--- src/rtl/thlc_pkg.sv ---
// thlc_pkg: shared types, constants and the square root step function
// for the temporal history luma clamp unit; no dependencies
`default_nettype none

package thlc_pkg;

  localparam int LUMA_FRAC_BITS = 12;
  localparam int VAR_FRAC_BITS  = 2 * LUMA_FRAC_BITS - 4;
  localparam int SQRT_FRAC_BITS = VAR_FRAC_BITS / 2;
  localparam int SIGMA_SHIFT    = LUMA_FRAC_BITS - SQRT_FRAC_BITS;

  localparam int LUMA_W  = 16;
  localparam int VAR_W   = 24;
  localparam int ROOT_W  = VAR_W / 2;
  localparam int REM_W   = ROOT_W + 3;
  localparam int Y_W     = 18;
  localparam int RECIP_W = 20;
  localparam int RECIP_SHIFT = 22;
  localparam int PROD_W  = Y_W + RECIP_W;

  // ceil(2^22 / 5): exact quotient for every 18 bit dividend
  localparam logic [RECIP_W-1:0] RECIP_FIVE = RECIP_W'(838861);

  localparam int STEPS_PER_STAGE = 4;

  localparam int QUEUE_DEPTH = 2;
  localparam int QPTR_W      = $clog2(QUEUE_DEPTH);
  localparam int QCNT_W      = $clog2(QUEUE_DEPTH + 1);

  localparam logic REG_TEMPORAL_CAP   = 1'b0;
  localparam logic REG_MIN_HALF_RANGE = 1'b1;

  typedef struct packed {
    logic [Y_W-1:0]    span_scaled;
    logic [LUMA_W-1:0] center;
    logic [LUMA_W-1:0] mean;
    logic [VAR_W-1:0]  variance;
    logic [LUMA_W-1:0] hist;
  } item_t;

  typedef struct packed {
    logic [REM_W-1:0]  rem;
    logic [ROOT_W-1:0] root;
    logic [VAR_W-1:0]  rad;
  } sqrt_t;

  typedef struct packed {
    logic [LUMA_W-1:0] temporal_cap;
    logic [LUMA_W-1:0] min_half_range;
  } cfg_t;

  // one radix-4 digit of the integer square root
  function automatic sqrt_t sqrt_step(input sqrt_t s);
    sqrt_t             r;
    logic [REM_W-1:0]  cur;
    logic [REM_W-1:0]  trial;
    cur   = {s.rem[REM_W-3:0], s.rad[VAR_W-1 -: 2]};
    trial = {1'b0, s.root, 2'b01};
    if (cur >= trial) begin
      r.rem  = cur - trial;
      r.root = {s.root[ROOT_W-2:0], 1'b1};
    end else begin
      r.rem  = cur;
      r.root = {s.root[ROOT_W-2:0], 1'b0};
    end
    r.rad = {s.rad[VAR_W-3:0], 2'b00};
    return r;
  endfunction

endpackage

`default_nettype wire

--- src/rtl/thlc_front.sv ---
// thlc_front: takes a pixel word, orders the bounds, clamps negative operands
// to zero and forms span and centre; uses thlc_pkg
`default_nettype none

module thlc_front (
  input  wire logic                 start,
  input  wire logic                 busy,
  input  wire logic [15:0]          nbr_min_luma,
  input  wire logic [15:0]          nbr_max_luma,
  input  wire logic signed [16:0]   prev_mean_luma,
  input  wire logic signed [24:0]   prev_variance,
  input  wire logic signed [16:0]   history_luma,
  output logic                      push,
  output thlc_pkg::item_t           item
);

  logic [15:0] lo;
  logic [15:0] hi;
  logic [15:0] span;
  logic [19:0] span_x11;
  logic [16:0] bound_sum;

  always_comb begin
    push = start && !busy;
    if (nbr_max_luma < nbr_min_luma) begin
      lo = nbr_max_luma;
      hi = nbr_min_luma;
    end else begin
      lo = nbr_min_luma;
      hi = nbr_max_luma;
    end
    span      = hi - lo;
    span_x11  = {1'b0, span, 3'b000} + {3'b000, span, 1'b0} + {4'b0000, span} + 20'd10;
    bound_sum = {1'b0, lo} + {1'b0, hi};

    item.span_scaled = span_x11[19:2];
    item.center      = bound_sum[16:1];
    item.mean        = prev_mean_luma[16] ? '0 : prev_mean_luma[15:0];
    item.variance    = prev_variance[24] ? '0 : prev_variance[23:0];
    item.hist        = history_luma[16] ? '0 : history_luma[15:0];
  end

endmodule

`default_nettype wire

--- src/rtl/thlc_queue.sv ---
// thlc_queue: short queue of classified words between front and back
// uses thlc_pkg
`default_nettype none

module thlc_queue (
  input  wire logic             clk,
  input  wire logic             rst,
  input  wire logic             push,
  input  wire thlc_pkg::item_t  wdata,
  input  wire logic             pop,
  output logic                  full,
  output logic                  nonempty,
  output thlc_pkg::item_t       rdata
);

  thlc_pkg::item_t                 mem [thlc_pkg::QUEUE_DEPTH];
  logic [thlc_pkg::QPTR_W-1:0]     wptr;
  logic [thlc_pkg::QPTR_W-1:0]     rptr;
  logic [thlc_pkg::QCNT_W-1:0]     count;
  logic                            do_pop;

  always_comb begin
    full     = (count == thlc_pkg::QCNT_W'(thlc_pkg::QUEUE_DEPTH));
    nonempty = (count != '0);
    do_pop   = pop && nonempty;
    rdata    = mem[rptr];
  end

  always_ff @(posedge clk) begin
    if (push) begin
      mem[wptr] <= wdata;
    end
  end

  always_ff @(posedge clk) begin
    if (rst) begin
      wptr  <= '0;
      rptr  <= '0;
      count <= '0;
    end else begin
      if (push) begin
        wptr <= wptr + 1'b1;
      end
      if (do_pop) begin
        rptr <= rptr + 1'b1;
      end
      if (push && !do_pop) begin
        count <= count + 1'b1;
      end else if (!push && do_pop) begin
        count <= count - 1'b1;
      end
    end
  end

endmodule

`default_nettype wire

--- src/rtl/thlc_back.sv ---
// thlc_back: five stage pipeline for spatial and temporal half ranges,
// square root and the final clamp; uses thlc_pkg
`default_nettype none

module thlc_back (
  input  wire logic             clk,
  input  wire logic             rst,
  input  wire logic             in_valid,
  input  wire thlc_pkg::item_t  item,
  input  wire thlc_pkg::cfg_t   cfg,
  output logic                  done,
  output logic [15:0]           clamped_history,
  output logic [15:0]           half_range
);

  localparam int LW = thlc_pkg::LUMA_W;

  logic [3:0] vld;

  // stage 1
  logic [thlc_pkg::PROD_W-1:0] s1_prod;
  thlc_pkg::sqrt_t             s1_sq;
  logic [LW-1:0]               s1_center;
  logic [LW-1:0]               s1_mean;
  logic [LW-1:0]               s1_hist;
  // stage 2
  logic [LW-1:0]               s2_spatial;
  thlc_pkg::sqrt_t             s2_sq;
  logic [LW-1:0]               s2_center;
  logic [LW-1:0]               s2_mean;
  logic [LW-1:0]               s2_hist;
  // stage 3
  logic [LW-1:0]               s3_spatial;
  logic [LW:0]                 s3_temporal;
  logic [LW-1:0]               s3_center;
  logic [LW-1:0]               s3_hist;
  // stage 4
  logic [LW-1:0]               s4_h;
  logic [LW-1:0]               s4_center;
  logic [LW-1:0]               s4_hist;

  thlc_pkg::sqrt_t             sq_a [thlc_pkg::STEPS_PER_STAGE+1];
  thlc_pkg::sqrt_t             sq_b [thlc_pkg::STEPS_PER_STAGE+1];
  thlc_pkg::sqrt_t             sq_c [thlc_pkg::STEPS_PER_STAGE+1];
  logic [LW-1:0]               quot;
  logic [LW-1:0]               spatial;
  logic [LW:0]                 sigma_term;
  logic [LW-1:0]               temporal;
  logic [LW-1:0]               h;
  logic [LW-1:0]               lower;
  logic [LW:0]                 upper;
  logic [LW-1:0]               res;

  always_comb begin
    sq_a[0] = '{rem: '0, root: '0, rad: item.variance};
    for (int i = 0; i < thlc_pkg::STEPS_PER_STAGE; i++) begin
      sq_a[i+1] = thlc_pkg::sqrt_step(sq_a[i]);
    end
    sq_b[0] = s1_sq;
    for (int i = 0; i < thlc_pkg::STEPS_PER_STAGE; i++) begin
      sq_b[i+1] = thlc_pkg::sqrt_step(sq_b[i]);
    end
    sq_c[0] = s2_sq;
    for (int i = 0; i < thlc_pkg::STEPS_PER_STAGE; i++) begin
      sq_c[i+1] = thlc_pkg::sqrt_step(sq_c[i]);
    end

    quot       = s1_prod[thlc_pkg::RECIP_SHIFT +: LW];
    spatial    = (quot < cfg.min_half_range) ? cfg.min_half_range : quot;

    sigma_term = (LW+1)'(sq_c[thlc_pkg::STEPS_PER_STAGE].root) << (thlc_pkg::SIGMA_SHIFT + 1);

    temporal   = (s3_temporal > {1'b0, cfg.temporal_cap}) ? cfg.temporal_cap
                                                           : s3_temporal[LW-1:0];
    h          = (s3_spatial > temporal) ? s3_spatial : temporal;

    lower      = (s4_center > s4_h) ? (s4_center - s4_h) : '0;
    upper      = {1'b0, s4_center} + {1'b0, s4_h};
    if (s4_hist < lower) begin
      res = lower;
    end else if ({1'b0, s4_hist} > upper) begin
      res = upper[LW-1:0];
    end else begin
      res = s4_hist;
    end
  end

  always_ff @(posedge clk) begin
    s1_prod     <= item.span_scaled * thlc_pkg::RECIP_FIVE;
    s1_sq       <= sq_a[thlc_pkg::STEPS_PER_STAGE];
    s1_center   <= item.center;
    s1_mean     <= item.mean;
    s1_hist     <= item.hist;

    s2_spatial  <= spatial;
    s2_sq       <= sq_b[thlc_pkg::STEPS_PER_STAGE];
    s2_center   <= s1_center;
    s2_mean     <= s1_mean;
    s2_hist     <= s1_hist;

    s3_spatial  <= s2_spatial;
    s3_temporal <= {1'b0, s2_mean} + sigma_term;
    s3_center   <= s2_center;
    s3_hist     <= s2_hist;

    s4_h        <= h;
    s4_center   <= s3_center;
    s4_hist     <= s3_hist;

    clamped_history <= res;
    half_range      <= s4_h;
  end

  always_ff @(posedge clk) begin
    if (rst) begin
      vld  <= '0;
      done <= 1'b0;
    end else begin
      vld  <= {vld[2:0], in_valid};
      done <= vld[3];
    end
  end

endmodule

`default_nettype wire

--- src/rtl/temporal_history_luma_clamp_unit.sv ---
// temporal_history_luma_clamp_unit: top level with register port, front,
// queue and back pipeline; uses thlc_pkg, thlc_front, thlc_queue, thlc_back
`default_nettype none

// One pixel word is taken per clock while busy is low, and its result shows
// on clamped_history and half_range with done high for one cycle. Words leave
// in the order they came. The back pipeline drains one word every clock and
// the receiver cannot stall it, so the two-word queue never fills and busy
// stays low; the square root runs as twelve radix-4 steps spread over three
// pipeline stages, which sets the depth. Registers: temporal_cap at 0x0,
// min_half_range at 0x4; the user writes them only while no word is in
// flight, and the block does not enforce it.
module temporal_history_luma_clamp_unit (
  input  wire logic                clk,
  input  wire logic                rst,
  input  wire logic                psel,
  input  wire logic                penable,
  input  wire logic                pwrite,
  input  wire logic [2:0]          paddr,
  input  wire logic [31:0]         pwdata,
  output logic      [31:0]         prdata,
  output logic                     pready,
  input  wire logic                start,
  output logic                     busy,
  input  wire logic [15:0]         nbr_min_luma,
  input  wire logic [15:0]         nbr_max_luma,
  input  wire logic signed [16:0]  prev_mean_luma,
  input  wire logic signed [24:0]  prev_variance,
  input  wire logic signed [16:0]  history_luma,
  output logic                     done,
  output logic [15:0]              clamped_history,
  output logic [15:0]              half_range
);

  thlc_pkg::cfg_t   cfg;
  thlc_pkg::item_t  front_item;
  thlc_pkg::item_t  head_item;
  logic             push;
  logic             nonempty;
  logic             reg_write;

  always_comb begin
    pready    = 1'b1;
    reg_write = psel && penable && pwrite && pready;
    unique case (paddr[2])
      thlc_pkg::REG_TEMPORAL_CAP:   prdata = {16'h0000, cfg.temporal_cap};
      thlc_pkg::REG_MIN_HALF_RANGE: prdata = {16'h0000, cfg.min_half_range};
      default:                      prdata = '0;
    endcase
  end

  always_ff @(posedge clk) begin
    if (rst) begin
      cfg.temporal_cap   <= 16'd328;
      cfg.min_half_range <= 16'd1;
    end else if (reg_write) begin
      if (paddr[2] == thlc_pkg::REG_TEMPORAL_CAP) begin
        cfg.temporal_cap <= pwdata[15:0];
      end else begin
        cfg.min_half_range <= pwdata[15:0];
      end
    end
  end

  thlc_front u_front (
    .start          (start),
    .busy           (busy),
    .nbr_min_luma   (nbr_min_luma),
    .nbr_max_luma   (nbr_max_luma),
    .prev_mean_luma (prev_mean_luma),
    .prev_variance  (prev_variance),
    .history_luma   (history_luma),
    .push           (push),
    .item           (front_item)
  );

  thlc_queue u_queue (
    .clk      (clk),
    .rst      (rst),
    .push     (push),
    .wdata    (front_item),
    .pop      (nonempty),
    .full     (busy),
    .nonempty (nonempty),
    .rdata    (head_item)
  );

  thlc_back u_back (
    .clk             (clk),
    .rst             (rst),
    .in_valid        (nonempty),
    .item            (head_item),
    .cfg             (cfg),
    .done            (done),
    .clamped_history (clamped_history),
    .half_range      (half_range)
  );

endmodule

`default_nettype wire

--- config.mk ---
export PLATFORM = sky130hd
export DESIGN_NAME = temporal_history_luma_clamp_unit
export DESIGN_NICKNAME = d
export VERILOG_FILES = /design/src/rtl/thlc_pkg.sv /design/src/rtl/thlc_front.sv /design/src/rtl/thlc_queue.sv /design/src/rtl/thlc_back.sv /design/src/rtl/temporal_history_luma_clamp_unit.sv
export SDC_FILE = /design/constraint.sdc
export NUM_CORES = 1
export LEC_CHECK = 0
export ABC_CLOCK_PERIOD_IN_PS = 9400
export BUFFER_PORTS_ARGS = -buffer_cell sky130_fd_sc_hd__clkbuf_2
export CAP_MARGIN = 10
export CELL_PAD_IN_SITES_DETAIL_PLACEMENT = 1
export CELL_PAD_IN_SITES_GLOBAL_PLACEMENT = 1
export CORE_UTILIZATION = 25
export DETAILED_ROUTE_END_ITERATION = 6
export PLACE_DENSITY_LB_ADDON = 0.15
export SLEW_MARGIN = 5
export SYNTH_ARGS = -nofsm -noshare
export SYNTH_HDL_FRONTEND = slang
export SYNTH_SLANG_ARGS = --single-unit
--- constraint.sdc ---
create_clock -name clk -period 9.4 [get_ports clk]
set_input_delay 1.88 -clock clk [delete_from_list [all_inputs] [get_ports clk]]
set_output_delay 1.88 -clock clk [all_outputs]
set_load 0.02 [all_outputs]
==> impl_metrics.py <==
metrics = {
    "clock_network": {
        "numCtsBuffers": 67,
        "clkTransAtPathRegs_ns": 0.06,
        "cts.htree.levels": 3,
        "clk_latency_ns": 0.66,
        "cts_tree": "done",
        "cts_sinks": 557,
        "clockRootBuffer": "clkbuf_16",
        "ctsHoldBuffers": 0,
        "cts_buffer_depth": 3,
    },
    "die": {
        "dieArea_um2": 134000,
        "die_width_um": 366,
        "rows": 133,
        "start_util": 0.252,
        "core_um2": 131000,
        "ios": 199,
        "die_h_um": 366,
    },
    "setup_path": {
        "endpoint_kind": "register",
        "crit_slowest_cell": "or3b_4",
        "crit_arrival_ns": 9.55,
        "path_class": "register to register",
        "r2r-start": "u_back.s2_sq[24]",
        "crit_buf_inv": 9,
        "cp_max_fo": 8,
        "crit_path_start_kind": "register",
        "cp_common_cell": "buf_4",
        "rr_worst_depth": 54,
        "timing.rr.end": "u_back.s3_temporal[15]",
        "cp_top_family": "compound AO/OA/AOI/OAI gates",
        "worstPathRequired_ns": 9.95,
        "r2r_slack_ns": 0.39,
        "cpPeakStageDelay_ns": 0.41,
    },
    "synth": {
        "synthArstFlopShare": 0,
        "yosys.cell_types.count": 100,
        "synth_seq_cells": 557,
        "yosysTopAreaCellShare": 0.228,
        "synth_area_leaders": "dfxtp_1 23%, edfxtp_1 16%, ha_1 15%, fa_1 6.6%, inv_1 4.3%",
        "synth_commonest_cells": "406 x ha_1, 382 x inv_1, 377 x dfxtp_1",
        "synthCells": 3241,
        "synth_edf_count": 180,
        "yosysWarnings": 0,
        "ys.flop_type": "dfxtp_1",
        "synth.most_common_cell": "ha_1",
        "synth_area_um2": 33200,
        "seq_area_frac_synth": 0.391,
        "synth_top_area_cell": "dfxtp_1",
        "postSynthAreaPerCell_um2": 10.2,
    },
    "placement": {
        "io_buffers": 163,
        "post-dp-hpwl_mm": 80.0,
        "place_ws_ns": -0.534,
        "dpl_cell_area_um2": 37700,
        "place_inst": 5331,
        "place.gp.congestion": 0.806,
    },
    "timing": {
        "period_needed_ns": 9.01,
        "finalSetupViolations": 0,
        "min_period_over_period": 0.958,
        "hold_violations": 0,
        "setup_tns_ns": 0,
        "drv_slew": 0,
        "relSlewSlack": 0.355,
        "finalClockSkew_ns": 0.0380,
        "fin_ws_ns": 0.393,
        "fmaxAchievable_mhz": 111,
        "rsz0062_at_grt": "true",
        "tightest_slew_ns": 0.967,
    },
    "grt": {
        "grt_start_max_net_pins": 60,
        "grt_first_pass_wirelength_mm": 152,
        "grt_pass1_vias": 25700,
        "antenna_found_initial": 12,
        "overflow": 0,
        "grt_usage": 0.147,
    },
    "drt": {
        "wl_per_cell_um": 17.9,
        "dr.pass1.iters": 5,
        "vias_per_cell": 4.38,
        "drt_iter0_drc": 804,
        "drc": 0,
        "antenna_left": 0,
        "finalWirelength_mm": 98.5,
        "via_count": 24100,
    },
    "final_layout": {
        "instances_no_fill": 5490,
        "nNetsFinal": 4329,
        "nFillCells": 15000,
        "area_growth_pct": 22.8,
        "antennaDiodeCount": 0,
        "drive_gt1_frac": 0.214,
        "final_area_um2": 40700,
    },
    "run": {
        "timing.max_cap.violations": 0,
    },
    "min_path": {
        "hp-start": "u_back.s1_sq[14]",
        "hp-class": "register to register",
        "holdPathStages": 0,
        "worstHoldEndpoint": "u_back.s2_sq[22]",
    },
    "status": {
        "status": "finished, final reports clean",
    },
}
-- stage by stage --
| step | utilization | hold slack [ns] |
|---|---|---|
| global placement | 0.287 | 0.311 |
| global route | 0.310 | 0.291 |
| finish | 0.310 | 0.292 |
| floorplan | - | 0.310 |
| detailed placement | 0.287 | 0.313 |
| CTS | 0.306 | 0.286 |
-- worst register-to-register path, delay by kind of cell (launching register included) --
| family | cells | cell delay [ns] |
|---|---|---|
| mux | 1 | 0.35 |
| simple gates | 16 | 2.55 |
| xor+xnor | 1 | 0.11 |
| flops | 1 | 0.33 |
| buf+inv | 9 | 0.93 |
| fa+ha+maj | 6 | 1.72 |
| compound gates | 21 | 2.95 |
-- state kept, by name, indices dropped and copies added, names as in the netlist, 17 cells and up, named ones only --
signal / count
u_queue.mem: 180
u_back.s1_sq: 33
cfg: 32
u_back.s2_sq: 29
u_back.s3_temporal: 17
-- layout by cell type, fill, tap and decap left out, types with 13 or more instances in the layout --
| master | synthesis | final |
|---|---|---|
| clkbuf_1 | 65 | 18 |
| a21oi_2 | 1 | 18 |
| nor2b_1 | 97 | 97 |
| o211ai_1 | 14 | 14 |
| nor2_1 | 149 | 137 |
| or3_1 | 16 | 15 |
| a21oi_1 | 176 | 159 |
| buf_4 | 17 | 275 |
| or2_2 | 16 | 16 |
| a211oi_1 | 14 | 13 |
| nand2_1 | 193 | 191 |
| o21ai_1 | 7 | 14 |
| mux2_2 | 116 | 116 |
| xor2_1 | 47 | 47 |
| nor3_1 | 48 | 48 |
| ha_1 | 406 | 394 |
| o21a_1 | 29 | 29 |
| mux2i_1 | 69 | 69 |
| nand3_1 | 55 | 54 |
| inv_1 | 382 | 376 |
| fa_1 | 110 | 109 |
| o21bai_1 | 25 | 25 |
| o21ai_0 | 146 | 129 |
| clkbuf_2 | 0 | 163 |
| nor4_1 | 17 | 17 |
| nand4_1 | 39 | 39 |
| xnor2_1 | 101 | 99 |
| nand2b_1 | 28 | 28 |
| a31oi_1 | 20 | 20 |
| clkbuf_16 | 0 | 69 |
| conb_1 | 2 | 17 |
| edfxtp_1 | 180 | 180 |
| a21o_1 | 68 | 68 |
| dfxtp_1 | 377 | 369 |
-- layout make-up --
class	instances	area [um2]	share of cell area
clock inverter	32	417	0.0102
sequential	557	13000	0.318
inverter	387	1460	0.0358
tap	1755	2200	0.0539
timing repair buffer	449	3000	0.0736
timing repair inverter	1	7.51	0.000184
clock buffer	91	1850	0.0454
multi-input combinational	2218	18800	0.462
-- cells by family after synthesis --
family          after synthesis  synth area share
simple gates                724             0.110
compound gates              623             0.122
flops                       557             0.391
fa+ha+maj                   516             0.220
buf+inv                     481            0.0566
mux                         190            0.0619
xor+xnor                    148            0.0391
other cells                   2          0.000226
-- routing by layer --
layer  routed length [um]  track usage  vias to the layer above
met4                 2150       0.0397                        4
li1                     -            -                    12100
met5                   32            0                        -
met2                45400        0.239                      278
met3                 2830       0.0228                      104
met1                48100        0.201                    11600
-- worst max-delay path by stage --
stage,depth (start not counted),to,startpoint,slack (ns)
after floorplan,54,u_back.s3_temporal[15],u_back.s2_sq[30],0.004
after global placement,51,u_back.s3_temporal[15],u_back.s2_sq[24],-0.45
after detailed placement,51,u_back.s3_temporal[15],u_back.s2_sq[24],-0.53
after CTS,53,u_back.s3_temporal[15],u_back.s2_sq[24],0.003
after global routing,57,u_back.s3_temporal[15],u_back.s2_sq[24],-0.21
final,54,u_back.s3_temporal[15],u_back.s2_sq[24],0.39
-- timing repair --
item	CTS	global route
endpoints found under the setup margin	5	21
setup buffers	20	13
gates resized for setup	40	80
pin swaps	22	66
gates cloned	2	1
hold endpoints to repair	0	0
Power is left out: the tool's default activity adds up to more than one toggle a clock period on the data nets, which glitch-free logic cannot reach.
